File: config.mk
export PLATFORM = sky130hd
export DESIGN_NAME = traffic_light_night_cycle_controller
export DESIGN_NICKNAME = d
export VERILOG_FILES = /design/src/rtl/core/tlnc_pkg.sv /design/src/rtl/core/tlnc_cfg.sv /design/src/rtl/core/tlnc_step.sv /design/src/rtl/core/traffic_light_night_cycle_controller.sv
export SDC_FILE = /design/constraint.sdc
export NUM_CORES = 1
export LEC_CHECK = 0
export BUFFER_PORTS_ARGS = -buffer_cell sky130_fd_sc_hd__buf_2
export CORE_MARGIN = 4
export CORE_UTILIZATION = 45
export DETAILED_ROUTE_END_ITERATION = 7
export GPL_TIMING_DRIVEN = 0
export PLACE_DENSITY = 0.57
export SYNTH_ARGS = -nofsm -noshare
export SYNTH_HDL_FRONTEND = slang
export SYNTH_SLANG_ARGS = --single-unit
File: constraint.sdc
create_clock -name i_clk -period 6.6 [get_ports i_clk]
set_clock_uncertainty 0.2 [all_clocks]
set_input_delay 1.32 -clock i_clk [delete_from_list [all_inputs] [get_ports i_clk]]
set_output_delay 1.32 -clock i_clk [all_outputs]
set_load 0.005 [all_outputs]
File: src/rtl/core/tlnc_pkg.sv
package tlnc_pkg;

    localparam int TIMER_BITS = 16;
    localparam int CFG_W      = 16;
    localparam int CYC_W      = 4;
    localparam int SEC_W      = 7;
    localparam int IDX_W      = 3;

    localparam logic [IDX_W-1:0] CFG_RED       = 3'd0;
    localparam logic [IDX_W-1:0] CFG_YELLOW    = 3'd1;
    localparam logic [IDX_W-1:0] CFG_GREEN     = 3'd2;
    localparam logic [IDX_W-1:0] CFG_NIGHT     = 3'd3;
    localparam logic [IDX_W-1:0] CFG_BLINK     = 3'd4;
    localparam logic [IDX_W-1:0] CFG_COUNTDOWN = 3'd5;
    localparam logic [IDX_W-1:0] CFG_BUTTON    = 3'd6;
    localparam logic [IDX_W-1:0] CFG_CYCLES    = 3'd7;

    localparam int RST_RED_MS       = 5000;
    localparam int RST_YELLOW_MS    = 2000;
    localparam int RST_GREEN_MS     = 4000;
    localparam int RST_NIGHT_MS     = 10000;
    localparam int RST_BLINK_MS     = 250;
    localparam int RST_COUNTDOWN_MS = 1000;
    localparam int RST_BUTTON_MS    = 50;
    localparam int RST_CYCLES       = 1;
    localparam int MS_PER_SEC       = 1000;

    localparam logic [SEC_W-1:0] RST_RED_SEC    = SEC_W'(RST_RED_MS / MS_PER_SEC);
    localparam logic [SEC_W-1:0] RST_YELLOW_SEC = SEC_W'(RST_YELLOW_MS / MS_PER_SEC);
    localparam logic [SEC_W-1:0] RST_GREEN_SEC  = SEC_W'(RST_GREEN_MS / MS_PER_SEC);

    // x / 1000 == (x >> 3) / 125, the latter by reciprocal 2^27 / 125 rounded up
    localparam int            RECIP_SHIFT = 27;
    localparam logic [20:0]   RECIP_125   = 21'd1073742;

    localparam logic [1:0] PH_RED    = 2'd0;
    localparam logic [1:0] PH_YELLOW = 2'd1;
    localparam logic [1:0] PH_GREEN  = 2'd2;

    typedef struct packed {
        logic [CFG_W-1:0] red_ms;
        logic [CFG_W-1:0] yellow_ms;
        logic [CFG_W-1:0] green_ms;
        logic [CFG_W-1:0] night_ms;
        logic [CFG_W-1:0] blink_ms;
        logic [CFG_W-1:0] countdown_ms;
        logic [CFG_W-1:0] button_ms;
        logic [CYC_W-1:0] cycles;
        logic [SEC_W-1:0] red_sec;
        logic [SEC_W-1:0] yellow_sec;
        logic [SEC_W-1:0] green_sec;
    } t_cfg;

    typedef struct packed {
        logic             red_on;
        logic             yellow_on;
        logic             green_on;
        logic             blue_on;
        logic             display_blank;
        logic [SEC_W-1:0] display_seconds;
    } t_result;

    function automatic logic [SEC_W-1:0] ms_to_sec(input logic [CFG_W-1:0] ms);
        logic [33:0] prod;
        prod = 34'(ms[CFG_W-1:3]) * 34'(RECIP_125);
        return prod[RECIP_SHIFT +: SEC_W];
    endfunction

endpackage

File: src/rtl/core/tlnc_cfg.sv
module tlnc_cfg (
    input  logic                           i_clk,
    input  logic                           i_rst_n,
    input  logic                           i_cfg_we,
    input  logic [tlnc_pkg::IDX_W-1:0]     i_cfg_index,
    input  logic [tlnc_pkg::CFG_W-1:0]     i_cfg_data,
    output tlnc_pkg::t_cfg                 o_cfg
);
    import tlnc_pkg::*;

    t_cfg             r_cfg;
    logic [SEC_W-1:0] n_sec;

    assign n_sec = ms_to_sec(i_cfg_data);

    always_ff @(posedge i_clk) begin
        if (!i_rst_n) begin
            r_cfg.red_ms       <= CFG_W'(RST_RED_MS);
            r_cfg.yellow_ms    <= CFG_W'(RST_YELLOW_MS);
            r_cfg.green_ms     <= CFG_W'(RST_GREEN_MS);
            r_cfg.night_ms     <= CFG_W'(RST_NIGHT_MS);
            r_cfg.blink_ms     <= CFG_W'(RST_BLINK_MS);
            r_cfg.countdown_ms <= CFG_W'(RST_COUNTDOWN_MS);
            r_cfg.button_ms    <= CFG_W'(RST_BUTTON_MS);
            r_cfg.cycles       <= CYC_W'(RST_CYCLES);
            r_cfg.red_sec      <= RST_RED_SEC;
            r_cfg.yellow_sec   <= RST_YELLOW_SEC;
            r_cfg.green_sec    <= RST_GREEN_SEC;
        end else if (i_cfg_we) begin
            case (i_cfg_index)
                CFG_RED: begin
                    r_cfg.red_ms  <= i_cfg_data;
                    r_cfg.red_sec <= n_sec;
                end
                CFG_YELLOW: begin
                    r_cfg.yellow_ms  <= i_cfg_data;
                    r_cfg.yellow_sec <= n_sec;
                end
                CFG_GREEN: begin
                    r_cfg.green_ms  <= i_cfg_data;
                    r_cfg.green_sec <= n_sec;
                end
                CFG_NIGHT:     r_cfg.night_ms     <= i_cfg_data;
                CFG_BLINK:     r_cfg.blink_ms     <= i_cfg_data;
                CFG_COUNTDOWN: r_cfg.countdown_ms <= i_cfg_data;
                CFG_BUTTON:    r_cfg.button_ms    <= i_cfg_data;
                CFG_CYCLES:    r_cfg.cycles       <= i_cfg_data[CYC_W-1:0];
                default: ;
            endcase
        end
    end

    assign o_cfg = r_cfg;

endmodule

File: src/rtl/core/tlnc_step.sv
module tlnc_step (
    input  logic              i_clk,
    input  logic              i_rst_n,
    input  tlnc_pkg::t_cfg    i_cfg,
    input  logic              i_en,
    input  logic              i_button,
    output tlnc_pkg::t_result o_res
);
    import tlnc_pkg::*;

    typedef logic [TIMER_BITS-1:0] t_tmr;

    function automatic t_tmr sat_inc(input t_tmr t);
        return (&t) ? t : t + 1'b1;
    endfunction

    function automatic logic hit(input t_tmr t, input logic [CFG_W-1:0] p);
        return 33'(t) >= 33'(p);
    endfunction

    logic [1:0]       r_phase, n_phase;
    logic             r_night, n_night;
    t_tmr             r_pe, n_pe, r_ne, n_ne, r_ye, n_ye;
    t_tmr             r_be, n_be, r_ce, n_ce, r_ke, n_ke;
    logic             r_ybit, n_ybit, r_bbit, n_bbit;
    logic [SEC_W-1:0] r_secs, n_secs, r_shown_val, n_shown_val;
    logic             r_shown, n_shown, r_don, n_don, r_last, n_last;
    logic [CYC_W-1:0] r_cyc, n_cyc;
    logic [2:0]       r_lamp, n_lamp;
    logic             r_bpin, n_bpin;

    always_comb begin
        logic [CFG_W-1:0] ph_time;
        n_pe        = sat_inc(r_pe);
        n_ne        = sat_inc(r_ne);
        n_ye        = sat_inc(r_ye);
        n_be        = sat_inc(r_be);
        n_ce        = sat_inc(r_ce);
        n_ke        = sat_inc(r_ke);
        n_phase     = r_phase;
        n_night     = r_night;
        n_ybit      = r_ybit;
        n_bbit      = r_bbit;
        n_secs      = r_secs;
        n_shown_val = r_shown_val;
        n_shown     = r_shown;
        n_don       = r_don;
        n_last      = r_last;
        n_cyc       = r_cyc;
        n_lamp      = r_lamp;
        n_bpin      = r_bpin;

        case (r_phase)
            PH_YELLOW: ph_time = i_cfg.yellow_ms;
            PH_GREEN:  ph_time = i_cfg.green_ms;
            default:   ph_time = i_cfg.red_ms;
        endcase

        if (hit(n_ke, i_cfg.button_ms)) begin
            n_ke = '0;
            if (!i_button && r_last) begin
                n_don = ~r_don;
                if (n_don) n_bpin = 1'b0;
            end
            n_last = i_button;
        end

        if (r_night) begin
            if (hit(n_ye, i_cfg.blink_ms)) begin
                n_ye   = '0;
                n_ybit = ~r_ybit;
                n_lamp = n_ybit ? 3'b010 : 3'b000;
            end
            if (hit(n_ne, i_cfg.night_ms)) begin
                n_night = 1'b0;
                n_pe    = '0;
                n_phase = PH_RED;
                n_secs  = i_cfg.red_sec;
            end
        end else begin
            case (r_phase)
                PH_YELLOW: n_lamp = 3'b010;
                PH_GREEN:  n_lamp = 3'b100;
                default:   n_lamp = 3'b001;
            endcase
            if (hit(n_pe, ph_time)) begin
                n_pe = '0;
                case (r_phase)
                    PH_GREEN: begin
                        n_phase = PH_YELLOW;
                        n_secs  = i_cfg.yellow_sec;
                    end
                    PH_YELLOW: begin
                        n_phase = PH_RED;
                        n_secs  = i_cfg.red_sec;
                        n_cyc   = r_cyc + 1'b1;
                        if (n_cyc >= i_cfg.cycles) begin
                            n_night = 1'b1;
                            n_ne    = '0;
                            n_cyc   = '0;
                        end
                    end
                    default: begin
                        n_phase = PH_GREEN;
                        n_secs  = i_cfg.green_sec;
                    end
                endcase
            end
        end

        if (!n_don) begin
            if (hit(n_be, i_cfg.blink_ms)) begin
                n_be   = '0;
                n_bbit = ~r_bbit;
                n_bpin = n_bbit;
            end
        end else begin
            n_bpin = 1'b0;
        end

        if (!n_don || n_night) begin
            n_shown = 1'b0;
        end else if (hit(n_ce, i_cfg.countdown_ms)) begin
            n_ce        = '0;
            n_secs      = (n_secs != '0) ? n_secs - 1'b1 : n_secs;
            n_shown_val = n_secs;
            n_shown     = 1'b1;
        end
    end

    always_ff @(posedge i_clk) begin
        if (!i_rst_n) begin
            r_phase     <= PH_RED;
            r_night     <= 1'b0;
            r_pe        <= '0;
            r_ne        <= '0;
            r_ye        <= '0;
            r_be        <= '0;
            r_ce        <= '0;
            r_ke        <= '0;
            r_ybit      <= 1'b0;
            r_bbit      <= 1'b0;
            r_secs      <= RST_RED_SEC;
            r_shown_val <= '0;
            r_shown     <= 1'b0;
            r_don       <= 1'b1;
            r_last      <= 1'b1;
            r_cyc       <= '0;
            r_lamp      <= '0;
            r_bpin      <= 1'b0;
        end else if (i_en) begin
            r_phase     <= n_phase;
            r_night     <= n_night;
            r_pe        <= n_pe;
            r_ne        <= n_ne;
            r_ye        <= n_ye;
            r_be        <= n_be;
            r_ce        <= n_ce;
            r_ke        <= n_ke;
            r_ybit      <= n_ybit;
            r_bbit      <= n_bbit;
            r_secs      <= n_secs;
            r_shown_val <= n_shown_val;
            r_shown     <= n_shown;
            r_don       <= n_don;
            r_last      <= n_last;
            r_cyc       <= n_cyc;
            r_lamp      <= n_lamp;
            r_bpin      <= n_bpin;
        end
    end

    always_comb begin
        o_res.red_on          = n_lamp[0];
        o_res.yellow_on       = n_lamp[1];
        o_res.green_on        = n_lamp[2];
        o_res.blue_on         = n_bpin;
        o_res.display_blank   = ~n_shown;
        o_res.display_seconds = n_shown ? n_shown_val : '0;
    end

endmodule

File: src/rtl/core/traffic_light_night_cycle_controller.sv
// channel  valid         stall         payload
// in       i_in_valid    o_in_stall    i_button_level
// out      o_out_valid   i_out_stall   o_red_on .. o_display_seconds
//
// One word per cycle sustained while the output is not stalled; a taken word
// passes through the input register, then the result register.
// The per-tick update is one pass of counter compares feeding the result register.
// Reset is synchronous, active low; no clearing pass.
// A stalled result holds the result register; the input stalls only when
// the input register is full and the result register is held by a stall.
module traffic_light_night_cycle_controller (
    input  logic                               i_clk,
    input  logic                               i_rst_n,
    input  logic                               i_in_valid,
    output logic                               o_in_stall,
    input  logic                               i_button_level,
    output logic                               o_out_valid,
    input  logic                               i_out_stall,
    output logic                               o_red_on,
    output logic                               o_yellow_on,
    output logic                               o_green_on,
    output logic                               o_blue_on,
    output logic                               o_display_blank,
    output logic [tlnc_pkg::SEC_W-1:0]         o_display_seconds,
    input  logic                               i_cfg_we,
    input  logic [tlnc_pkg::IDX_W-1:0]         i_cfg_index,
    input  logic [tlnc_pkg::CFG_W-1:0]         i_cfg_data
);
    import tlnc_pkg::*;

    t_cfg    cfg;
    t_result res;
    t_result r_out;
    logic    r_s1_valid, r_s1_button, r_out_valid;
    logic    out_full, advance;

    tlnc_cfg u_cfg (
        .i_clk       (i_clk),
        .i_rst_n     (i_rst_n),
        .i_cfg_we    (i_cfg_we),
        .i_cfg_index (i_cfg_index),
        .i_cfg_data  (i_cfg_data),
        .o_cfg       (cfg)
    );

    tlnc_step u_step (
        .i_clk    (i_clk),
        .i_rst_n  (i_rst_n),
        .i_cfg    (cfg),
        .i_en     (advance),
        .i_button (r_s1_button),
        .o_res    (res)
    );

    assign out_full   = r_out_valid & i_out_stall;
    assign advance    = r_s1_valid & ~out_full;
    assign o_in_stall = r_s1_valid & out_full;

    always_ff @(posedge i_clk) begin
        if (!i_rst_n) begin
            r_s1_valid <= 1'b0;
        end else if (i_in_valid && !o_in_stall) begin
            r_s1_valid <= 1'b1;
        end else if (advance) begin
            r_s1_valid <= 1'b0;
        end
    end

    always_ff @(posedge i_clk) begin
        if (i_in_valid && !o_in_stall) r_s1_button <= i_button_level;
    end

    always_ff @(posedge i_clk) begin
        if (!i_rst_n) begin
            r_out_valid <= 1'b0;
        end else if (advance) begin
            r_out_valid <= 1'b1;
        end else if (!i_out_stall) begin
            r_out_valid <= 1'b0;
        end
    end

    always_ff @(posedge i_clk) begin
        if (advance) r_out <= res;
    end

    assign o_out_valid       = r_out_valid;
    assign o_red_on          = r_out.red_on;
    assign o_yellow_on       = r_out.yellow_on;
    assign o_green_on        = r_out.green_on;
    assign o_blue_on         = r_out.blue_on;
    assign o_display_blank   = r_out.display_blank;
    assign o_display_seconds = r_out.display_seconds;

endmodule

==> run metrics <==
CP max FO=16; clock buffer count from CTS=35; vias per cell=5.657; Die W=211.4 um; max-slew violation count=0; vias in the first global route=15,790; Critical Path, Cell by Cell=buf_4 -> inv_1 -> ha_1 -> fa_1 -> inv_1 -> fa_1 -> inv_1 -> fa_1 -> fa_1 -> inv_1 -> ha_1 -> a21oi_1 -> o21ai_0 -> a211oi_1 -> o21ai_0 -> nand3_1 -> nand4b_1 -> a21o_1 -> a21oi_2 -> nand2b_1 -> a311oi_1; critical path's slowest cell=fa_1; hold path startpoint=u_cfg.o_cfg[89]; CP required=6.75 ns; distinct cell type count after synthesis=between 70 and 80; syn_area_per_cell=between 8 and 9 sq um; CTS tree=yes; Worst-Skew Late Latency=0.52 ns; CP bufs+invs=5; register bit total from synthesis=roughly 280; Max stage delay on crit path=about 0.55 ns; cell family with most CP delay=adder cells; Reg2Reg Depth=21; Syn Inst Count=approximately 2,300; Layout Nets=2,680; CTS Sinks=about 280; MaxCap Viol Count=0; Final Hold Fails=0; kind of end point of the critical path=register; DIE AREA=44,700 sq um; Post-CTS Setup Bufs=0; Antenna Nets Post-Route=0; first-pass GRT wire length=90.62 mm; Cell Pwr Density=225.7 nW/um^2; r2r setup slk=0.39 ns; Std-Cell Core Area=40,830 sq um; multi-input logic area=11,720 sq um; CTS root buf=clkbuf_16; # DRC=0; Worst slew margin=14.45%; stages on the worst setup path=21; Cell Rows=74; Tightest Pin Transition=1.283 ns; status=finished clean; Initial Utilization=45.60%; via count=16,680; Tot GR Track Use=25.59%; worst hold path type=reg -> reg; register area=5695 sq um; Yosys top cell by area=dfxtp_1; WL final=around 58 mm; worst setup margin=0.3359 ns; Yosys Warn Count=0; unrepaired setup endpoints after global routing=no; RR Startpoint=u_step.r_pe[4]; Worst Setup EP=u_cfg.o_cfg[4]; Startpoint Class=input port; Pleak=8.709 nW; Placer Congestion=0.8955; largest net degree at the start of global routing=22; # IOs=39; antenna violations before repair=0; PortBufs=30; R2R Path End=u_step.r_shown_val[0]; Setup CP Type=in -> reg; H-tree Lvls=2; area grow syn2layout=10.79%; CTS Buffer Depth=3; sequential element share of the synthesized area=between 30% and 40%; number of synthesized flops with an enable pin=13; Cell Count Post-Placement=2,887; Top FF cell, synth=dfxtp_1; total power=4.656 mW; Non-Filler Instances=~2,900; 1st-iter DRT viols=1,191; Syn Std Cell Area=18,620 sq um; WHS=0.2532 ns; pre-CTS setup slack=-0.9071 ns; share of cells above drive strength 1=5.296%; Max VDD drop=slightly below 0.2 mV; n_diodes=0; routed wire length per instance=19.56 um; final setup fails=0; total iterations of the first detailed-routing run=5; Clock Pin Slew Worst Setup and Hold Paths=0.06 ns; grt total ovfl=0; Post-DP HPWL=42.72 mm; top cells by area, synth=dfxtp_1 28%, ha_1 15%, nand2_1 7.5%; Synth top area share=28.49%; crit share post-route=94.91%; Worst Path Arrival=6.41 ns; fill count=roughly 4,000; syn nets=2,614; fmax=159.6 MHz; Die Height=211.4 um; Tmin final=6.264 ns; Post-synth ARST share=0%; Setup crit start=i_cfg_data[14]
==> area by class of cell <==
class / instances / share of cell area, %
clock inverter: 13 / 0.5701
clock buffer: 50 / 5.167
timing repair buffer: 30 / 0.7399
tap: 532 / 3.227
inverter: 199 / 3.621
buffer: 120 / 2.262
sequential: 278 / 27.61
multi-input combinational: 1727 / 56.80
==> worst min-delay path, delay by kind of cell, from the launching register on <==
family | cells | cell delay, ns
AND/OR/NAND/NOR | 1 | 0.05
AO/OA/AOI/OAI | 1 | 0.05
flip-flops | 1 | 0.31
==> what timing repair did <==
action / in CTS / in global routing
endpoints found under the setup margin: 12 / 9
gates resized for setup: 0 / 5
pin swaps: 0 / 0
endpoints found under the hold margin: 0 / 0
hold buffers: 0 / 0
==> placed cells by master, fill, tap and decap left out, types with 8 or more instances in the layout <==
| cell type | count |
|---|---|
| o21ai_0 | 64 |
| clkbuf_1 | 112 |
| o211ai_1 | 47 |
| a31oi_1 | 9 |
| a21oi_1 | 244 |
| fa_1 | 46 |
| inv_1 | 199 |
| nand3b_1 | 9 |
| and2_1 | 16 |
| o22ai_1 | 8 |
| nand4_1 | 37 |
| mux2_2 | 10 |
| and3_1 | 19 |
| edfxtp_1 | 13 |
| nand2b_1 | 13 |
| dfxtp_1 | 265 |
| mux2i_1 | 11 |
| ha_1 | 218 |
| nand3_1 | 80 |
| a211oi_1 | 12 |
| nor2_1 | 172 |
| a41oi_1 | 10 |
| xnor2_1 | 49 |
| a22oi_1 | 67 |
| a21o_1 | 40 |
| nor2b_1 | 15 |
| nand2_1 | 370 |
| xor2_1 | 31 |
| clkbuf_16 | 38 |
| nor3_1 | 33 |
| buf_2 | 32 |
==> synthesized netlist by cell type (33+ instances only) <==
| library cell | count |
|---|---|
| nor2_1 | 172 |
| a22oi_1 | 67 |
| a21o_1 | 40 |
| o21ai_0 | 65 |
| a21oi_1 | 245 |
| clkbuf_1 | 108 |
| nor3_1 | 33 |
| xnor2_1 | 49 |
| nand2_1 | 370 |
| nand3_1 | 80 |
| fa_1 | 46 |
| o211ai_1 | 47 |
| nand4_1 | 37 |
| inv_1 | 199 |
| ha_1 | 218 |
| dfxtp_1 | 265 |
==> worst min-delay path by stage <==
stage	slack, ns	depth (start not counted)	to
floorplan	0.23	2	u_step.r_bpin
global placement	0.24	2	u_step.r_bpin
detailed placement	0.25	2	u_cfg.o_cfg[93]
CTS	0.26	2	u_cfg.o_cfg[93]
global route	0.27	2	u_cfg.o_cfg[66]
finish	0.25	2	u_cfg.o_cfg[89]
==> per-stage QoR <==
stage	utilization [%]	setup TNS (ns)	cell area (sq um)
final	50.52	0	20630
after global routing	50.52	0	20630
after detailed placement	47.60	-12.87	19440
after floorplan	-	0	18620
after CTS	50.49	0	20620
after global placement	47.60	-12.00	19440
==> flip-flops by register name, summed over array words and instances, names as in the netlist, 2 cells and up <==
| register | count |
|---|---|
| u_step.r_phase | 2 |
| u_step.r_secs | 7 |
| u_cfg.o_cfg | 137 |
| u_step.r_pe | 16 |
| u_step.r_ye | 16 |
| o_display_seconds | 7 |
| u_step.r_ke | 16 |
| u_step.r_be | 16 |
| u_step.r_lamp | 3 |
| u_step.r_ne | 16 |
| u_step.r_ce | 16 |
| u_step.r_shown_val | 7 |
| u_step.r_cyc | 4 |
==> metal layers <==
metal	GRT usage, %	routed length (um)	up-vias
met1	37.84	27860	7987
met4	4.976	964	0
met5	0	0	-
met3	3.127	3117	75
li1	-	-	8179
met2	40.64	25750	442
==> cells by family after synthesis <==
kind of cell             count (synthesis)  share of synthesized area [%]
AO/OA/AOI/OAI                          554                          18.70
XOR/XNOR                                81                          3.810
adder cells (fa/ha/maj)                264                          19.59
flip-flops                             278                          30.59
buffers and inverters                  320                          6.538
multiplexers                            23                          1.357
AND/OR/NAND/NOR                        805                          19.41
==> power by group <==
| group | leakage, nW | internal [mW] | switching (mW) |
|---|---|---|---|
| combinational | 5.87 | 0.348 | 0.595 |
| sequential | 2.26 | 1.72 | 0.0223 |
| clock | 0.584 | 1.20 | 0.765 |
No activity file was read; power rests on OpenSTA's default activity.
